### config.mk
export PLATFORM = sky130hd
export DESIGN_NAME = boost_voltage_pid_loop
export DESIGN_NICKNAME = d
export VERILOG_FILES = /design/src/hdl/bvpid_pkg.sv /design/src/hdl/bvpid_dp.sv /design/src/hdl/bvpid_ctrl.sv /design/src/hdl/boost_voltage_pid_loop.sv
export SDC_FILE = /design/constraint.sdc
export NUM_CORES = 2
export LEC_CHECK = 0
export BUFFER_PORTS_ARGS = -buffer_cell sky130_fd_sc_hd__buf_2
export CAP_MARGIN = 10
export CORE_ASPECT_RATIO = 0.7
export CORE_MARGIN = 5
export CORE_UTILIZATION = 40
export CTS_BUF_LIST = sky130_fd_sc_hd__clkbuf_8
export CTS_CLUSTER_SIZE = 40
export DETAILED_ROUTE_END_ITERATION = 7
export GPL_ROUTABILITY_DRIVEN = 0
export SLEW_MARGIN = 15
export SYNTH_ARGS = -nofsm -noshare
export SYNTH_HDL_FRONTEND = slang
export SYNTH_SLANG_ARGS = --single-unit
### constraint.sdc
create_clock -name i_clk -period 11.4 [get_ports i_clk]
set_input_delay 0.57 -clock i_clk [delete_from_list [all_inputs] [get_ports i_clk]]
set_output_delay 0.57 -clock i_clk [all_outputs]
set_load 0.005 [all_outputs]
### src/hdl/bvpid_pkg.sv
// Shared types and constants for the boost voltage PID loop.
`default_nettype none
package bvpid_pkg;

    // Compensator coefficients, Q8
    localparam logic signed [17:0] COEF_B0 = 18'sd8860;
    localparam logic signed [17:0] COEF_B1 = -18'sd17445;
    localparam logic signed [17:0] COEF_B2 = 18'sd8588;

    localparam int CAL_SHIFT = 12;
    localparam int ACC_SHIFT = 8;

    // Saturation limits of the error, 17-bit signed range
    localparam logic signed [18:0] ERR_HI = 19'sd65535;
    localparam logic signed [18:0] ERR_LO = -19'sd65536;

    // Configuration register indexes
    localparam logic [2:0] CFG_CAL_GAIN   = 3'd0;
    localparam logic [2:0] CFG_CAL_OFFSET = 3'd1;
    localparam logic [2:0] CFG_BOOST_MAX  = 3'd2;
    localparam logic [2:0] CFG_BOOST_MIN  = 3'd3;
    localparam logic [2:0] CFG_BUCK_MAX   = 3'd4;
    localparam logic [2:0] CFG_BUCK_MIN   = 3'd5;
    localparam logic [2:0] CFG_PWM_PERIOD = 3'd6;

    // Configuration reset values
    localparam logic [15:0] RST_CAL_GAIN   = 16'd4096;
    localparam logic [12:0] RST_CAL_OFFSET = 13'd0;
    localparam logic [11:0] RST_BOOST_MAX  = 12'd4095;
    localparam logic [11:0] RST_BOOST_MIN  = 12'd0;
    localparam logic [11:0] RST_BUCK_MAX   = 12'd3809;
    localparam logic [11:0] RST_BUCK_MIN   = 12'd0;
    localparam logic [15:0] RST_PWM_PERIOD = 16'd65535;

    // Operand selection of the shared multiplier
    localparam logic [2:0] MUL_NONE  = 3'd0;
    localparam logic [2:0] MUL_CAL   = 3'd1;
    localparam logic [2:0] MUL_BUCK  = 3'd2;
    localparam logic [2:0] MUL_E0    = 3'd3;
    localparam logic [2:0] MUL_E1    = 3'd4;
    localparam logic [2:0] MUL_E2    = 3'd5;
    localparam logic [2:0] MUL_BOOST = 3'd6;

    typedef struct packed {
        logic       ld_in;
        logic [2:0] mul_sel;
        logic       ld_err;
        logic       ld_buck;
        logic       sum_init;
        logic       sum_add;
        logic       ld_duty;
        logic       ld_out;
    } t_cmd;

endpackage
`default_nettype wire

### src/hdl/bvpid_dp.sv
// Datapath: configuration registers, shared multiplier, loop state and result registers.
`default_nettype none
module bvpid_dp
    import bvpid_pkg::*;
(
    input  wire logic        i_clk,
    input  wire logic        i_rst_n,
    input  wire t_cmd        i_cmd,
    input  wire logic        i_cfg_we,
    input  wire logic [2:0]  i_cfg_index,
    input  wire logic [15:0] i_cfg_data,
    input  wire logic [11:0] i_adc_sample,
    input  wire logic [11:0] i_target,
    input  wire logic        i_pwm_enable,
    output logic [11:0]      o_boost_duty,
    output logic [15:0]      o_buck_compare,
    output logic [14:0]      o_adc_trigger_compare,
    output logic [15:0]      o_boost_compare
);

    logic [15:0] r_cal_gain;
    logic [12:0] r_cal_offset;
    logic [11:0] r_boost_max;
    logic [11:0] r_boost_min;
    logic [11:0] r_buck_max;
    logic [11:0] r_buck_min;
    logic [15:0] r_period;

    logic [11:0] r_adc;
    logic [11:0] r_tgt;
    logic        r_en;

    logic [31:0] r_prod;
    logic [16:0] r_err;
    logic [16:0] r_e1;
    logic [16:0] r_e2;
    logic [31:0] r_acc;
    logic [31:0] r_sum;
    logic [11:0] r_duty;
    logic [15:0] r_buck_cmp;

    logic [11:0]        r_out_duty;
    logic [15:0]        r_out_buck;
    logic [15:0]        r_out_boost;

    logic signed [17:0] mul_a;
    logic signed [17:0] mul_b;
    logic signed [35:0] mul_p;
    logic [11:0]        buck_duty;
    logic signed [18:0] vcal;
    logic signed [18:0] err_full;
    logic [16:0]        n_err;
    logic [31:0]        final_sum;
    logic signed [23:0] duty_raw;
    logic signed [23:0] duty_max;
    logic signed [23:0] duty_min;
    logic signed [23:0] duty_hi;
    logic signed [23:0] duty_lo;

    assign buck_duty = r_en ? r_buck_max : r_buck_min;

    always_comb begin
        case (i_cmd.mul_sel)
            MUL_CAL: begin
                mul_a = $signed({6'd0, r_adc});
                mul_b = $signed({2'd0, r_cal_gain});
            end
            MUL_BUCK: begin
                mul_a = $signed({6'd0, buck_duty});
                mul_b = $signed({2'd0, r_period});
            end
            MUL_E0: begin
                mul_a = $signed({r_err[16], r_err});
                mul_b = COEF_B0;
            end
            MUL_E1: begin
                mul_a = $signed({r_e1[16], r_e1});
                mul_b = COEF_B1;
            end
            MUL_E2: begin
                mul_a = $signed({r_e2[16], r_e2});
                mul_b = COEF_B2;
            end
            MUL_BOOST: begin
                mul_a = $signed({6'd0, r_duty});
                mul_b = $signed({2'd0, r_period});
            end
            default: begin
                mul_a = '0;
                mul_b = '0;
            end
        endcase
    end

    assign mul_p = mul_a * mul_b;

    // Calibrate the sample and saturate the error to 17 bits
    always_comb begin
        vcal     = $signed({3'd0, r_prod[CAL_SHIFT +: 16]})
                 + $signed({{6{r_cal_offset[12]}}, r_cal_offset});
        err_full = $signed({7'd0, r_tgt}) - vcal;
        if (err_full > ERR_HI) begin
            n_err = ERR_HI[16:0];
        end else if (err_full < ERR_LO) begin
            n_err = ERR_LO[16:0];
        end else begin
            n_err = err_full[16:0];
        end
    end

    // Close the accumulation and clamp the duty, maximum first
    always_comb begin
        final_sum = r_sum + r_prod;
        duty_raw  = $signed(final_sum[31:ACC_SHIFT]);
        duty_max  = $signed({12'd0, r_boost_max});
        duty_min  = $signed({12'd0, r_boost_min});
        duty_hi   = (duty_raw > duty_max) ? duty_max : duty_raw;
        duty_lo   = (duty_hi < duty_min) ? duty_min : duty_hi;
    end

    always_ff @(posedge i_clk) begin
        if (!i_rst_n) begin
            r_cal_gain   <= RST_CAL_GAIN;
            r_cal_offset <= RST_CAL_OFFSET;
            r_boost_max  <= RST_BOOST_MAX;
            r_boost_min  <= RST_BOOST_MIN;
            r_buck_max   <= RST_BUCK_MAX;
            r_buck_min   <= RST_BUCK_MIN;
            r_period     <= RST_PWM_PERIOD;
        end else if (i_cfg_we) begin
            case (i_cfg_index)
                CFG_CAL_GAIN:   r_cal_gain   <= i_cfg_data;
                CFG_CAL_OFFSET: r_cal_offset <= i_cfg_data[12:0];
                CFG_BOOST_MAX:  r_boost_max  <= i_cfg_data[11:0];
                CFG_BOOST_MIN:  r_boost_min  <= i_cfg_data[11:0];
                CFG_BUCK_MAX:   r_buck_max   <= i_cfg_data[11:0];
                CFG_BUCK_MIN:   r_buck_min   <= i_cfg_data[11:0];
                CFG_PWM_PERIOD: r_period     <= i_cfg_data;
                default: ;
            endcase
        end
    end

    // Loop state
    always_ff @(posedge i_clk) begin
        if (!i_rst_n) begin
            r_acc <= '0;
            r_e1  <= '0;
            r_e2  <= '0;
        end else if (i_cmd.ld_duty) begin
            r_acc <= final_sum;
            r_e2  <= r_e1;
            r_e1  <= r_err;
        end
    end

    always_ff @(posedge i_clk) begin
        r_prod <= mul_p[31:0];
        if (i_cmd.ld_in) begin
            r_adc <= i_adc_sample;
            r_tgt <= i_target;
            r_en  <= i_pwm_enable;
        end
        if (i_cmd.ld_err) begin
            r_err <= n_err;
        end
        if (i_cmd.ld_buck) begin
            r_buck_cmp <= r_prod[CAL_SHIFT +: 16];
        end
        if (i_cmd.sum_init) begin
            r_sum <= r_acc + r_prod;
        end else if (i_cmd.sum_add) begin
            r_sum <= r_sum + r_prod;
        end
        if (i_cmd.ld_duty) begin
            r_duty <= duty_lo[11:0];
        end
        if (i_cmd.ld_out) begin
            r_out_duty  <= r_duty;
            r_out_buck  <= r_buck_cmp;
            r_out_boost <= r_period - r_prod[CAL_SHIFT +: 16];
        end
    end

    assign o_boost_duty          = r_out_duty;
    assign o_buck_compare        = r_out_buck;
    assign o_adc_trigger_compare = r_out_buck[15:1];
    assign o_boost_compare       = r_out_boost;

endmodule
`default_nettype wire

### src/hdl/bvpid_ctrl.sv
// Controller: sequences one loop update over the shared multiplier and owns the handshakes.
`default_nettype none
module bvpid_ctrl
    import bvpid_pkg::*;
(
    input  wire logic i_clk,
    input  wire logic i_rst_n,
    input  wire logic i_valid,
    output logic      o_ready,
    output logic      o_valid,
    input  wire logic i_ready,
    output t_cmd      o_cmd
);

    localparam logic [3:0] ST_IDLE  = 4'd0;
    localparam logic [3:0] ST_CAL   = 4'd1;
    localparam logic [3:0] ST_ERR   = 4'd2;
    localparam logic [3:0] ST_E0    = 4'd3;
    localparam logic [3:0] ST_E1    = 4'd4;
    localparam logic [3:0] ST_E2    = 4'd5;
    localparam logic [3:0] ST_DUTY  = 4'd6;
    localparam logic [3:0] ST_BOOST = 4'd7;
    localparam logic [3:0] ST_FIN   = 4'd8;

    logic [3:0] r_state;
    logic [3:0] n_state;
    logic       r_out_valid;
    logic       n_out_valid;
    logic       out_free;
    logic       accept;

    assign out_free = !r_out_valid || i_ready;
    assign o_ready  = (r_state == ST_IDLE) || ((r_state == ST_FIN) && out_free);
    assign accept   = i_valid && o_ready;
    assign o_valid  = r_out_valid;

    always_comb begin
        n_state       = r_state;
        n_out_valid   = r_out_valid && !i_ready;
        o_cmd         = '0;
        o_cmd.mul_sel = MUL_NONE;
        o_cmd.ld_in   = accept;
        case (r_state)
            ST_IDLE: begin
                if (accept) begin
                    n_state = ST_CAL;
                end
            end
            ST_CAL: begin
                o_cmd.mul_sel = MUL_CAL;
                n_state       = ST_ERR;
            end
            ST_ERR: begin
                o_cmd.ld_err  = 1'b1;
                o_cmd.mul_sel = MUL_BUCK;
                n_state       = ST_E0;
            end
            ST_E0: begin
                o_cmd.ld_buck = 1'b1;
                o_cmd.mul_sel = MUL_E0;
                n_state       = ST_E1;
            end
            ST_E1: begin
                o_cmd.sum_init = 1'b1;
                o_cmd.mul_sel  = MUL_E1;
                n_state        = ST_E2;
            end
            ST_E2: begin
                o_cmd.sum_add = 1'b1;
                o_cmd.mul_sel = MUL_E2;
                n_state       = ST_DUTY;
            end
            ST_DUTY: begin
                o_cmd.ld_duty = 1'b1;
                n_state       = ST_BOOST;
            end
            ST_BOOST: begin
                o_cmd.mul_sel = MUL_BOOST;
                n_state       = ST_FIN;
            end
            ST_FIN: begin
                // keep the boost product in place while the result slot is busy
                o_cmd.mul_sel = MUL_BOOST;
                // hold until the result slot frees, take the next request at once
                if (out_free) begin
                    o_cmd.ld_out = 1'b1;
                    n_out_valid  = 1'b1;
                    n_state      = accept ? ST_CAL : ST_IDLE;
                end
            end
            default: begin
                n_state = ST_IDLE;
            end
        endcase
    end

    always_ff @(posedge i_clk) begin
        if (!i_rst_n) begin
            r_state     <= ST_IDLE;
            r_out_valid <= 1'b0;
        end else begin
            r_state     <= n_state;
            r_out_valid <= n_out_valid;
        end
    end

endmodule
`default_nettype wire

### src/hdl/boost_voltage_pid_loop.sv
// A result is valid once the controller has stepped from CAL through FIN,
// waiting in FIN while the result slot is busy. A request is taken only
// after the last has run its six products on the shared 18x18 multiplier.
// A new request is taken while the previous result still waits at the output.
// Reset (synchronous, active low) clears the accumulator and error history
// and loads the configuration registers with their defaults.
`default_nettype none
module boost_voltage_pid_loop
    import bvpid_pkg::*;
(
    input  wire logic        i_clk,
    input  wire logic        i_rst_n,
    input  wire logic        i_cfg_valid,
    output logic             o_cfg_ready,
    input  wire logic [2:0]  i_cfg_index,
    input  wire logic [15:0] i_cfg_data,
    input  wire logic        i_valid,
    output logic             o_ready,
    input  wire logic [11:0] i_adc_sample,
    input  wire logic [11:0] i_target,
    input  wire logic        i_pwm_enable,
    output logic             o_valid,
    input  wire logic        i_ready,
    output logic [11:0]      o_boost_duty,
    output logic [15:0]      o_buck_compare,
    output logic [14:0]      o_adc_trigger_compare,
    output logic [15:0]      o_boost_compare
);

    t_cmd cmd;

    assign o_cfg_ready = 1'b1;

    bvpid_ctrl u_ctrl (
        .i_clk   (i_clk),
        .i_rst_n (i_rst_n),
        .i_valid (i_valid),
        .o_ready (o_ready),
        .o_valid (o_valid),
        .i_ready (i_ready),
        .o_cmd   (cmd)
    );

    bvpid_dp u_dp (
        .i_clk                 (i_clk),
        .i_rst_n               (i_rst_n),
        .i_cmd                 (cmd),
        .i_cfg_we              (i_cfg_valid),
        .i_cfg_index           (i_cfg_index),
        .i_cfg_data            (i_cfg_data),
        .i_adc_sample          (i_adc_sample),
        .i_target              (i_target),
        .i_pwm_enable          (i_pwm_enable),
        .o_boost_duty          (o_boost_duty),
        .o_buck_compare        (o_buck_compare),
        .o_adc_trigger_compare (o_adc_trigger_compare),
        .o_boost_compare       (o_boost_compare)
    );

endmodule
`default_nettype wire
==> results.yml <==
floorplan:
  die-area_mm2: 0.07948
  die_h_um: 237.4
  floorplan.io_pins: 111
  rows: 83
  initial_core_utilization: 0.4029
  total_core_area_mm2: 0.07332
  dieWidth_um: 334.8
detailed_routing:
  remaining_drc_errors: 0
  first_iter_violations: 2615
  num_vias: 23420
  routed_wire_length_per_instance_um: 21.60
  detail-route-antenna-nets: 0
  firstDrtPassIters: 5
  drt_wl_total_mm: 94.85
  vias_per_cell: 5.332
flow_run:
  max_cap_viol_count: 0
yosys:
  synth-warning-count: 0
  synth_enable_flop_cells: 146
  dominantRegCellSynth: "sky130_fd_sc_hd__dfxtp_1"
  post_synthesis_sequential_element_count: 342
  ys_seq_area_frac: 0.2812
  syn_inst: 3257
  synth_area_mm2: 0.02954
  synthesized_area_per_cell_um2: 9.070
  synth.distinct_cells: 95
  synthArstFlopShare: 0
clocking:
  clock_latency_ns: 0.71
  root_buffer: "sky130_fd_sc_hd__clkbuf_8"
  clkSinkCount: 342
  cts_inserted_buffers: 55
  h_tree_depth_reported_by_cts: 2
  longest_clk_path_bufs: 3
  tritoncts_clock_tree: "done"
  cts_setup_buffers: 0
  clkSlewWorstSetupHoldPaths_ns: 0.08
pwr:
  ir_worst_vdd_mv: 0.1391
  total_leakage_power_nw: 14.49
  power_density_of_the_placed_cells_mw_per_mm2: 192.4
timing:
  final_max_slew_viol_count: 0
  layout_setup_ws_ns: 1.729
  layout_worst_path_cycle_share: 0.8483
  max_slew_margin: 0.1775
  clock_skew_ns: 0.03577
  finalSetupViolations: 0
  grt_setup_unrepaired: "false"
  fin_setup_tns_ns: 0
  final_hold_viols: 0
  max_slew.worst_pin.slew_ns: 1.225
  clock.fmax_mhz: 103.4
  final_period_minus_worst_setup_slack_ns: 9.671
global_routing:
  grt_util_all_layers: 0.2357
  globalRouteMet1Util: 0.3748
  globalRoute.totalOverflow: 0
  number_of_antenna_violations_at_the_first_check_in_global_routing: 1
  grt_busiest_layer: "met1"
  global_route_wire_length_before_repair_mm: 142.6
  grt_max_degree: 101
  first_global_vias: 22340
  global_route.usage.met2: 0.3049
  grt_use_met3: 0.08240
worst_setup_path:
  worst-path-max-fanout: 29
  cp_arrival_ns: 10.31
  worst_setup_path_start_kind: "flop"
  worst_setup_path_end_kind: "flop"
  classification_of_the_worst_setup_path: "reg -> reg"
  timing.critical_path.required_ns: 12.04
run_status:
  status: "finished clean"
finish:
  finish.net_count: 3925
  area_growth_syn_to_layout_pct: 10.17
  fraction_of_final_layout_cells_with_drive_strength_greater_than_1: 0.09848
place:
  port_buffers: 109
  dp.final_hpwl_mm: 73.27
  detailedPlace.worstSlack_ns: 1.925
hold_path:
  worst_hold_path_type: "in -> reg"
## routing by layer
| layer | wire length [µm] | vias up |
|---|---|---|
| li1 | - | 10900 |
| met1 | 46480 | 11480 |
| met2 | 35630 | 944 |
| met3 | 11450 | 97 |
| met4 | 1298 | 0 |
| met5 | 0 | - |
## cell type report
class,instances,area (µm²)
timing repair buffer,180,1111
inverter,473,1775
tap,977,1222
clock buffer,62,853.3
clock inverter,42,316.6
multi-input combinational,2313,18960
fill,7270,40770
antenna,2,5.005
sequential,342,8308
## per-stage QoR
step,cell area (µm²),hold WS (ns),instances,utilization,power [W]
floorplan,29600,0.4003,3272,-,0.003909
global placement,31250,0.4013,4273,0.4262,0.004993
detailed placement,31250,0.4045,4273,0.4263,0.005013
CTS,32540,0.0001931,4389,0.4439,0.006215
global route,32540,0.006360,4389,0.4439,0.006671
finish,32550,0.04858,4391,0.4439,0.006262
## where the power goes
group / switching (W) / total (W) / internal (W) / leakage (nW)
clock: 0.000578 / 0.00118 / 0.000598 / 0.651
combinational: 0.00213 / 0.00351 / 0.00138 / 10.9
sequential: 0.0000945 / 0.00158 / 0.00148 / 2.92
total: 0.00281 / 0.00626 / 0.00346 / 14.5
## state kept, by name, summed over array words and instances (netlist names), 13 cells and up
name                  cells
u_dp.r_period            16
u_dp.r_prod              32
u_dp.o_boost_compare     16
u_dp.r_buck_cmp          16
u_dp.r_e2                17
u_dp.r_cal_offset        13
u_dp.o_buck_compare      16
u_dp.r_acc               32
u_dp.r_err               17
u_dp.r_e1                17
u_dp.r_cal_gain          16
u_dp.r_sum               32
## cell families after synthesis
group                    after synthesis  share of synthesized area
buffers and inverters                617                    0.08140
AND/OR/NAND/NOR                     1007                     0.1506
adder cells (fa/ha/maj)              511                     0.2914
other                                  2                  0.0002542
XOR/XNOR                             131                    0.03909
multiplexers                          46                    0.01830
AO/OA/AOI/OAI                        601                     0.1378
flip-flops                           342                     0.2812
## synthesized netlist by cell type, types with 36 or more instances
| master | instances | area (µm²) |
|---|---|---|
| sky130_fd_sc_hd__a21boi_0 | 130 | 975.9 |
| sky130_fd_sc_hd__a21o_1 | 49 | 367.9 |
| sky130_fd_sc_hd__a21oi_1 | 137 | 685.7 |
| sky130_fd_sc_hd__clkbuf_1 | 109 | 409.1 |
| sky130_fd_sc_hd__dfxtp_1 | 196 | 3924 |
| sky130_fd_sc_hd__edfxtp_1 | 146 | 4384 |
| sky130_fd_sc_hd__fa_1 | 295 | 5906 |
| sky130_fd_sc_hd__ha_1 | 216 | 2703 |
| sky130_fd_sc_hd__inv_1 | 472 | 1772 |
| sky130_fd_sc_hd__nand2_1 | 531 | 1993 |
| sky130_fd_sc_hd__nand3_1 | 52 | 260.3 |
| sky130_fd_sc_hd__nor2_1 | 213 | 799.5 |
| sky130_fd_sc_hd__o21ai_0 | 94 | 470.5 |
| sky130_fd_sc_hd__xnor2_1 | 94 | 823.3 |
| sky130_fd_sc_hd__xor2_1 | 36 | 315.3 |
## critical path: stages (launching register included)
cell                        delay [ns]
sky130_fd_sc_hd__dfxtp_1          0.98
sky130_fd_sc_hd__or3_1            0.30
sky130_fd_sc_hd__clkinv_1         0.78
sky130_fd_sc_hd__a222oi_1         0.62
sky130_fd_sc_hd__and3_1           0.56
sky130_fd_sc_hd__nor2_1           0.14
sky130_fd_sc_hd__fa_1             0.56
sky130_fd_sc_hd__inv_1            0.05
sky130_fd_sc_hd__fa_1             0.60
sky130_fd_sc_hd__fa_1             0.47
sky130_fd_sc_hd__fa_1             0.55
sky130_fd_sc_hd__inv_1            0.05
sky130_fd_sc_hd__fa_1             0.47
sky130_fd_sc_hd__inv_1            0.05
sky130_fd_sc_hd__fa_1             0.49
sky130_fd_sc_hd__inv_1            0.05
sky130_fd_sc_hd__ha_1             0.33
sky130_fd_sc_hd__a21o_1           0.18
sky130_fd_sc_hd__a2111oi_0        0.59
sky130_fd_sc_hd__nor2b_1          0.15
sky130_fd_sc_hd__a31o_2           0.25
sky130_fd_sc_hd__a41oi_1          0.19
sky130_fd_sc_hd__nand2_1          0.21
sky130_fd_sc_hd__nand2_1          0.17
sky130_fd_sc_hd__o21ai_0          0.25
sky130_fd_sc_hd__o41ai_1          0.38
sky130_fd_sc_hd__xnor2_1          0.16
## what timing repair did
item / CTS / global route
resized for setup: 0 / 0
hold endpoints to repair: 12 / 0
setup endpoints to repair: 0 / 0
hold buffers: 12 / 0
## final timing paths
| kind | from | to | slack (ns) | depth (start not counted) |
|---|---|---|---|---|
| max | u_ctrl.r_state[3] | u_dp.r_prod[28] | 1.73 | 26 |
| min | i_adc_sample[4] | u_dp.r_adc[4] | 0.05 | 1 |
| max reg2reg | u_ctrl.r_state[3] | u_dp.r_prod[28] | 1.73 | 26 |
| min reg2reg | u_dp.r_buck_cmp[8] | u_dp.o_buck_compare[8] | 0.42 | 0 |
## cell usage in the layout, fill, tap and decap left out, types with 21 or more instances in the layout
master and count:
sky130_fd_sc_hd__nand2_1 531, sky130_fd_sc_hd__inv_1 484, sky130_fd_sc_hd__fa_1 295, sky130_fd_sc_hd__ha_1 216, sky130_fd_sc_hd__nor2_1 210, sky130_fd_sc_hd__dfxtp_1 196
sky130_fd_sc_hd__edfxtp_1 146, sky130_fd_sc_hd__a21oi_1 135, sky130_fd_sc_hd__a21boi_0 130, sky130_fd_sc_hd__buf_2 108, sky130_fd_sc_hd__xnor2_1 94, sky130_fd_sc_hd__o21ai_0 92
sky130_fd_sc_hd__clkbuf_8 62, sky130_fd_sc_hd__buf_4 60, sky130_fd_sc_hd__nand3_1 51, sky130_fd_sc_hd__a21o_1 49, sky130_fd_sc_hd__xor2_1 36, sky130_fd_sc_hd__and2_1 34
sky130_fd_sc_hd__nor2b_1 27, sky130_fd_sc_hd__nand2b_1 24, sky130_fd_sc_hd__mux2_2 24, sky130_fd_sc_hd__o21a_1 22, sky130_fd_sc_hd__o211ai_1 21, sky130_fd_sc_hd__and3_1 21
Note: power is estimated with default switching activity, not from simulation.
